`src/rtl/core/pi_controller_two_forms_macros.svh`:
```
// Assertion shorthands used by the controller sequencer (pictl_ctrl).
// Each macro expects clk and rst_n in the enclosing module.
`ifndef PI_CONTROLLER_TWO_FORMS_MACROS_SVH
`define PI_CONTROLLER_TWO_FORMS_MACROS_SVH

// Check a consequence in the same cycle as its trigger (or after a fixed delay
// written into the consequence itself).
`define PICTL_ASSERT_NOW(lbl, trig, prop, msg) \
    lbl: assert property (@(posedge clk) disable iff (!rst_n) (trig) |-> prop) \
        else $error(msg);

// Check a consequence in the cycle after its trigger.
`define PICTL_ASSERT_NEXT(lbl, trig, prop, msg) \
    lbl: assert property (@(posedge clk) disable iff (!rst_n) (trig) |=> prop) \
        else $error(msg);

`endif

```
`src/rtl/core/pictl_pkg.sv`:
```
package pictl_pkg;

    // Default geometry
    localparam int DATA_WIDTH_DEF       = 16;
    localparam int GAIN_FRAC_BITS_DEF   = 8;
    localparam int INTEGRATOR_WIDTH_DEF = 32;

    // Fixed field widths
    localparam int GAIN_WIDTH      = 16;
    localparam int CFG_INDEX_WIDTH = 3;

    // Gain reset values
    localparam logic [GAIN_WIDTH-1:0] KP_RESET = 16'd256;
    localparam logic [GAIN_WIDTH-1:0] KI_RESET = 16'd0;

    // Configuration register indexes
    typedef enum logic [CFG_INDEX_WIDTH-1:0] {
        REG_MODE    = 3'd0,
        REG_KP_GAIN = 3'd1,
        REG_KI_GAIN = 3'd2,
        REG_OUT_MIN = 3'd3,
        REG_OUT_MAX = 3'd4
    } cfg_reg_t;

    // Controller forms
    typedef enum logic {
        MODE_SERIES   = 1'b0,
        MODE_PARALLEL = 1'b1
    } pi_mode_t;

    // Multiplier operand pairs
    typedef enum logic [2:0] {
        MUL_COEF     = 3'd0,
        MUL_PREV_KP  = 3'd1,
        MUL_ERR_COEF = 3'd2,
        MUL_ERR_KP   = 3'd3,
        MUL_SUM_KI   = 3'd4
    } mul_sel_t;

    // Accumulator operations
    typedef enum logic [1:0] {
        ACC_HOLD     = 2'd0,
        ACC_LOAD     = 2'd1,
        ACC_LOAD_NEG = 2'd2,
        ACC_ADD      = 2'd3
    } acc_op_t;

    // Commands from controller to datapath
    typedef struct packed {
        logic     load_in;
        logic     sum_update;
        logic     coef_load;
        mul_sel_t mul_sel;
        acc_op_t  acc_op;
        logic     finalize;
    } dp_cmd_t;

    // Status from datapath to controller
    typedef struct packed {
        pi_mode_t mode;
    } dp_status_t;

    function automatic int max_i(input int a, input int b);
        return (a > b) ? a : b;
    endfunction

endpackage

```
`src/rtl/core/pictl_ctrl.sv`:
```
`include "pi_controller_two_forms_macros.svh"

module pictl_ctrl
    import pictl_pkg::*;
(
    input  logic       clk,
    input  logic       rst_n,
    input  logic       sample_valid,
    output logic       sample_ready,
    output logic       result_valid,
    input  logic       result_ready,
    input  dp_status_t status,
    output dp_cmd_t    cmd
);

    typedef enum logic [5:0] {
        S_IDLE  = 6'b000001,
        S_PRE   = 6'b000010,
        S_MUL_A = 6'b000100,
        S_MUL_B = 6'b001000,
        S_ACC   = 6'b010000,
        S_FIN   = 6'b100000
    } state_t;

    state_t state_reg;
    state_t state_next;
    logic   result_valid_reg;
    logic   result_valid_next;
    logic   parallel;

    assign parallel     = (status.mode == MODE_PARALLEL);
    assign sample_ready = (state_reg == S_IDLE);
    assign result_valid = result_valid_reg;

    // Sequence the shared multiplier and the accumulator
    always_comb
    begin
        state_next     = state_reg;
        cmd.load_in    = 1'b0;
        cmd.sum_update = 1'b0;
        cmd.coef_load  = 1'b0;
        cmd.mul_sel    = MUL_COEF;
        cmd.acc_op     = ACC_HOLD;
        cmd.finalize   = 1'b0;
        unique case (state_reg)
            S_IDLE:
            begin
                if (sample_valid)
                begin
                    cmd.load_in = 1'b1;
                    state_next  = S_PRE;
                end
            end
            S_PRE:
            begin
                cmd.sum_update = parallel;
                cmd.mul_sel    = parallel ? MUL_ERR_KP : MUL_COEF;
                state_next     = S_MUL_A;
            end
            S_MUL_A:
            begin
                cmd.coef_load = !parallel;
                cmd.mul_sel   = parallel ? MUL_SUM_KI : MUL_PREV_KP;
                cmd.acc_op    = parallel ? ACC_LOAD : ACC_HOLD;
                state_next    = S_MUL_B;
            end
            S_MUL_B:
            begin
                cmd.mul_sel = MUL_ERR_COEF;
                cmd.acc_op  = parallel ? ACC_ADD : ACC_LOAD_NEG;
                state_next  = S_ACC;
            end
            S_ACC:
            begin
                cmd.acc_op = parallel ? ACC_HOLD : ACC_ADD;
                state_next = S_FIN;
            end
            S_FIN:
            begin
                if (!result_valid_reg || result_ready)
                begin
                    cmd.finalize = 1'b1;
                    state_next   = S_IDLE;
                end
            end
            default:
            begin
                state_next = S_IDLE;
            end
        endcase
    end

    // Hold the result beat until it is taken
    always_comb
    begin
        priority if (cmd.finalize)
            result_valid_next = 1'b1;
        else if (result_ready)
            result_valid_next = 1'b0;
        else
            result_valid_next = result_valid_reg;
    end

    always_ff @(posedge clk or negedge rst_n)
    begin
        if (!rst_n)
        begin
            state_reg        <= S_IDLE;
            result_valid_reg <= 1'b0;
        end
        else
        begin
            state_reg        <= state_next;
            result_valid_reg <= result_valid_next;
        end
    end

    `PICTL_ASSERT_NOW(a_fixed_latency, sample_valid && sample_ready, ##5 (state_reg == S_FIN), "item did not reach clamp stage in five cycles")
    `PICTL_ASSERT_NOW(a_no_overwrite, cmd.finalize, (!result_valid_reg || result_ready), "result overwritten before it was taken")
    `PICTL_ASSERT_NEXT(a_result_shown, cmd.finalize, result_valid_reg, "finished result not presented")

endmodule

```
`config.mk`:
```
export PLATFORM = sky130hd
export DESIGN_NAME = pictl_ctrl
export DESIGN_NICKNAME = d
export VERILOG_FILES = /design/src/rtl/core/pictl_pkg.sv /design/src/rtl/core/pictl_ctrl.sv
export VERILOG_INCLUDE_DIRS = /design/src /design/src/rtl/core
export SDC_FILE = /design/constraint.sdc
export NUM_CORES = 1
export LEC_CHECK = 0
export BUFFER_PORTS_ARGS = -buffer_cell sky130_fd_sc_hd__buf_2
export CAP_MARGIN = 20
export CORE_ASPECT_RATIO = 1.1
export CORE_MARGIN = 3
export CORE_UTILIZATION = 35
export DETAILED_ROUTE_END_ITERATION = 8
export GPL_TIMING_DRIVEN = 0
export PLACE_DENSITY = 0.64
export SLEW_MARGIN = 20
export SYNTH_ARGS = -nofsm -noshare
export SYNTH_HDL_FRONTEND = slang
export SYNTH_SLANG_ARGS = --single-unit
```
`constraint.sdc`:
```
create_clock -name clk -period 1.2 [get_ports clk]
set_input_delay 0.12 -clock clk [delete_from_list [all_inputs] [get_ports clk]]
set_output_delay 0.12 -clock clk [all_outputs]
set_load 0.01 [all_outputs]
```
Word-level counts from Yosys, hierarchy flattened

Cells that the tools add are included.

Register bits after elaboration: 7
Input port bits: 5
Output and inout port bits: 11
Word-level logic and storage cells: 33

Equal/unequal tests: 8
Muxes and demuxes: 18
Reductions and logical operators: 5

Operators by type and width:

| cell                                                             | number |
|---|---|
| 6-bit one-hot mux with 6 select lines                            | 1 |
| 6-bit 2-to-1 mux                                                 | 2 |
| 1-bit 2-to-1 mux                                                 | 10 |
| 3-bit one-hot mux with 3 select lines                            | 1 |
| 6-bit by 1-bit == test with 1-bit output (second input constant) | 1 |
| 6-bit by 2-bit == test with 1-bit output (second input constant) | 1 |
| 6-bit by 3-bit == test with 1-bit output (second input constant) | 1 |
| 6-bit by 4-bit == test with 1-bit output (second input constant) | 1 |
| 6-bit by 5-bit == test with 1-bit output (second input constant) | 1 |
| 6-bit == test (second input constant)                            | 1 |
| 2-bit one-hot mux with 3 select lines                            | 1 |
| 2-bit 2-to-1 mux                                                 | 2 |
| 2-bit inequality test (second input constant)                    | 2 |
| 3-bit 2-to-1 mux                                                 | 1 |
| 1-bit logical NOT                                                | 2 |
| 2-bit AND reduction                                              | 1 |
| 2-bit nonzero test                                               | 1 |
| 1-bit logical OR                                                 | 1 |

Depth between registers and ports, before layout

Depth in word-level cells: 5
Mapped depth: 5
Gate-level depth less buffers: 3

Least setup slack after synthesis

Ideal clock, no wire load.

Path kind: reg-to-output
Start point: register state_reg[3]
End point: output port cmd[1] in the netlist's numbering
Data arrival time: 1.177 ns
Required time: 1.080 ns
Slack: -0.097 ns
Cell stages (with the launch flop): 5
Buffers on the path: 1
Cell sequence: dfrtp_1 -> buf_6 -> nor2_4 -> nand3b_1 -> a2111oi_2

RTL lines:

| item                   | line              | text |
|---|---|---|
| start, declared        | pictl_ctrl.sv:25  | `state_t state_reg;` |
| start signal, assigned | pictl_ctrl.sv:113 | `state_reg <= state_next;` |
| end, declared          | pictl_ctrl.sv:13  | `output dp_cmd_t cmd` |

==> flow_results.xml <==
<?xml version="1.0" encoding="UTF-8"?>
<metrics>
  <group name="place">
    <metric name="io_buffers" unit="">15</metric>
    <metric name="gp_congestion" unit="">0.800</metric>
    <metric name="detailed_place.area" unit="um2">637</metric>
    <metric name="dpl.cell_count" unit="">81</metric>
    <metric name="hpwlAfterDp" unit="um">804</metric>
  </group>
  <group name="cts">
    <metric name="htree_levels" unit="">1</metric>
    <metric name="max-clock-path-buffers" unit="">2</metric>
    <metric name="root_buffer_cell" unit="">clkbuf_4</metric>
    <metric name="cts.reportedPaths.clkPinSlew" unit="ns">0.05</metric>
    <metric name="cts_sinks" unit="">7</metric>
    <metric name="cts_tree" unit="">done</metric>
    <metric name="cts-buffers-inserted" unit="">3</metric>
    <metric name="clock_insertion_delay_worst_skew" unit="ns">0.25</metric>
  </group>
  <group name="worst_setup_path">
    <metric name="ff2ff_path_depth" unit="">5</metric>
    <metric name="crit_end_element" unit="">output pin</metric>
    <metric name="cp.arrival" unit="ns">1.53</metric>
    <metric name="timing.critical_path.cells" unit="">buf_6 -&gt; nor2_4 -&gt; nand3b_1 -&gt; a2111oi_4 -&gt; buf_2</metric>
    <metric name="timing.critical_path.buf_inv" unit="">2</metric>
    <metric name="timing.critical_path.slowest_cell_delay" unit="ns">0.37</metric>
    <metric name="worst_setup_path_endpoint" unit="">cmd[1]</metric>
    <metric name="worstSetupPathDepth" unit="">5</metric>
    <metric name="crit-reg2reg-launch" unit="">state_reg[2]</metric>
    <metric name="cp_data_required_time" unit="ns">1.08</metric>
    <metric name="timing.reg2reg.setup_slack" unit="ns">-0.19</metric>
    <metric name="critical_path_peak_fanout" unit="">6</metric>
    <metric name="worst_setup_path_start_kind" unit="">register</metric>
    <metric name="criticalPathCategory" unit="">register to output pin</metric>
    <metric name="destination_of_the_worst_register_to_register_timing_path" unit="">state_reg[0]</metric>
    <metric name="timing.critical_path.slowest_stage_cell" unit="">dfrtp_1</metric>
    <metric name="worst_setup_path_startpoint" unit="">state_reg[3]</metric>
    <metric name="critPathTopFamily" unit="">flip-flops</metric>
  </group>
  <group name="power">
    <metric name="static_leakage_power" unit="nW">0.418</metric>
    <metric name="seqPwrFrac" unit="%">24.6</metric>
    <metric name="power.clock.fraction" unit="%">13.6</metric>
    <metric name="intPower" unit="uW">992</metric>
    <metric name="vdd_drop_max" unit="mV">1.10</metric>
    <metric name="power.combinational.fraction" unit="%">61.8</metric>
    <metric name="p_sw" unit="uW">565</metric>
    <metric name="power_switching_share" unit="%">36.3</metric>
    <metric name="cellPowerDensity" unit="mW/mm2">1810</metric>
  </group>
  <group name="sta">
    <metric name="rsz_0062_raised_after_global_routing" unit="">true</metric>
    <metric name="timing.final.crit_share" unit="%">137</metric>
    <metric name="finalHoldViolCount" unit="">0</metric>
    <metric name="period_needed" unit="ns">1.65</metric>
    <metric name="achievable-frequency" unit="MHz">607</metric>
    <metric name="worst_slack" unit="ns">-0.448</metric>
    <metric name="timing_max_transition_violations_final" unit="">0</metric>
    <metric name="timing_worst_slew_pin_value" unit="ns">0.263</metric>
    <metric name="setup_viol" unit="">12</metric>
    <metric name="max_slew_margin" unit="%">82.2</metric>
    <metric name="largest_clock_skew_in_the_final_design" unit="ns">0.00592</metric>
  </group>
  <group name="die">
    <metric name="core" unit="mm2">0.00128</metric>
    <metric name="ios" unit="">16</metric>
    <metric name="dieArea" unit="mm2">0.00198</metric>
    <metric name="chipWidth" unit="um">42.7</metric>
    <metric name="num_rows" unit="">13</metric>
    <metric name="starting_density_of_the_core" unit="%">40.4</metric>
    <metric name="die_h" unit="um">46.4</metric>
  </group>
  <group name="yosys">
    <metric name="synth_enable_flop_cells" unit="">0</metric>
    <metric name="number_of_cells_produced_by_synthesis" unit="">51</metric>
    <metric name="synth_fp_nets" unit="">56</metric>
    <metric name="yosys.cell_types.count" unit="">33</metric>
    <metric name="avgSynthCellArea" unit="um2">10.2</metric>
    <metric name="ys.flop_type" unit="">dfrtp_1</metric>
    <metric name="asyncSetResetFlopFracSynth" unit="%">100</metric>
    <metric name="ys_seq_elements" unit="">7</metric>
    <metric name="fraction_of_the_yosys_area_taken_by_sequential_cells" unit="%">34.0</metric>
    <metric name="synthesis.yosys.warnings" unit="">0</metric>
    <metric name="netlist_area" unit="um2">519</metric>
  </group>
  <group name="grt">
    <metric name="use_met1" unit="%">18.7</metric>
    <metric name="grt_max_degree" unit="">10</metric>
    <metric name="global_route.usage.met3" unit="%">7.42</metric>
    <metric name="antenna_found_initial" unit="">0</metric>
    <metric name="grt_pass1_vias" unit="">476</metric>
    <metric name="grt_pass1_wl" unit="um">2250</metric>
    <metric name="grt.busiest_layer" unit="">met2</metric>
    <metric name="grtUsageTotal" unit="%">15.6</metric>
    <metric name="grt.overflow.total" unit="">0</metric>
    <metric name="use_met2" unit="%">25.7</metric>
  </group>
  <group name="final_layout">
    <metric name="finalNonFillerCells" unit="">100</metric>
    <metric name="areaGrowthSynthToFinish" unit="%">65.8</metric>
    <metric name="final_common_cell" unit="">buf_2</metric>
    <metric name="final.fill_count" unit="">108</metric>
    <metric name="post_route_cells_drive_above_1_share" unit="%">64.7</metric>
    <metric name="finish.net_count" unit="">91</metric>
    <metric name="most-common-layout-cells" unit="">buf_2 (13), buf_6 (10), buf_4 (9)</metric>
    <metric name="final_area" unit="um2">861</metric>
    <metric name="largest_register_ff_count" unit="">6</metric>
    <metric name="diodes" unit="">0</metric>
    <metric name="sequential_cell_area" unit="um2">180</metric>
    <metric name="area_taken_by_multi_input_logic_gates" unit="um2">365</metric>
  </group>
  <group name="outcome">
    <metric name="outcome" unit="">complete, but fails checks</metric>
    <metric name="failed_checks" unit="">negative setup slack</metric>
  </group>
  <group name="drt">
    <metric name="drt_pass1_iterations" unit="">4</metric>
    <metric name="number_of_vias_in_the_routed_layout" unit="">525</metric>
    <metric name="drt-vias-per-instance" unit="">5.25</metric>
    <metric name="route.detailed.drc" unit="">0</metric>
    <metric name="final_routed_wire_length_divided_by_cell_count" unit="um">14.1</metric>
    <metric name="totalWireLength" unit="um">1410</metric>
    <metric name="drt_iter0_drc" unit="">5</metric>
    <metric name="ant_nets" unit="">0</metric>
  </group>
  <group name="hold_path">
    <metric name="worstHoldPathType" unit="">input pin to register</metric>
  </group>
  <group name="run">
    <metric name="maxCapViolations" unit="">0</metric>
  </group>
</metrics>
-- stage by stage --
stage	hold slack, ns	utilization (%)	power, mW	setup TNS, ns	setup WS, ns
after floorplan	-0.176	-	0.832	-0.128	-0.0646
after global placement	-0.0417	49.6	0.980	-1.39	-0.228
after detailed placement	-0.0420	49.6	0.979	-1.50	-0.278
after CTS	0.0872	59.9	1.41	-3.76	-0.430
after global routing	0.117	67.0	1.67	-4.93	-0.523
final	0.0881	67.0	1.56	-4.06	-0.448
-- how the worst min path moves through the flow --
| stage | start | endpoint | slack [ns] | cells past startpoint |
|---|---|---|---|---|
| final | result_ready | result_valid | 0.09 | 2 |
| after detailed placement | rst_n | state_reg[3] | -0.04 | 1 |
| after floorplan | rst_n | result_valid | -0.18 | 0 |
| after global routing | result_ready | result_valid | 0.12 | 2 |
| after global placement | rst_n | state_reg[3] | -0.04 | 1 |
| after CTS | result_ready | result_valid | 0.09 | 2 |
-- cell families after synthesis --
| kind of cell | Yosys count | share of synthesized area [%] |
|---|---|---|
| AOI/OAI and AO/OA | 9 | 14.5 |
| xor gates and xnor gates | 1 | 3.13 |
| buffers and inverters | 7 | 8.67 |
| DFF | 7 | 34.0 |
| muxes | 1 | 2.17 |
| and+or+nand+nor | 26 | 37.6 |
-- area by class of cell --
cell class                 instances  area share, %
clock buffer                       4           3.05
inverter                           4           1.74
multi-input combinational         37           42.4
buffer                             2           2.62
tap                               15           2.18
sequential                         7           20.9
timing repair buffer              31           27.0
-- power groups by stage --
stage               sequential, mW  clock (mW)  combinational [mW]
floorplan                    0.367           0               0.465
global route                 0.390       0.231                1.05
detailed placement           0.384           0               0.595
global placement             0.382           0               0.597
CTS                          0.386       0.217               0.807
finish                       0.383       0.212               0.963
-- repair_timing --
| item | CTS | global route |
|---|---|---|
| cloned | 0 | 0 |
| pin swaps | 8 | 3 |
| hold buffers | 1 | 0 |
| endpoints found under the hold margin | 7 | 0 |
| buffers inserted | 10 | 7 |
| resized for setup | 7 | 13 |
| endpoints found under the setup margin | 11 | 12 |
-- routing by layer --
layer	wire, um	vias up
met2	728	20
met4	0	0
met3	108	0
met5	0	-
met1	570	250
li1	-	255
-- Yosys cell counts (2+ instances only) --
| master | instances | share of area [%] |
|---|---|---|
| and2_1 | 3 | 3.6 |
| a21oi_1 | 2 | 1.9 |
| and3_1 | 3 | 3.6 |
| inv_1 | 4 | 2.9 |
| nor2b_1 | 3 | 3.6 |
| buf_6 | 2 | 4.3 |
| dfrtp_1 | 6 | 29 |
| nor3_1 | 2 | 1.9 |
| and4b_2 | 2 | 4.3 |
(Power assumes the default switching activity.)
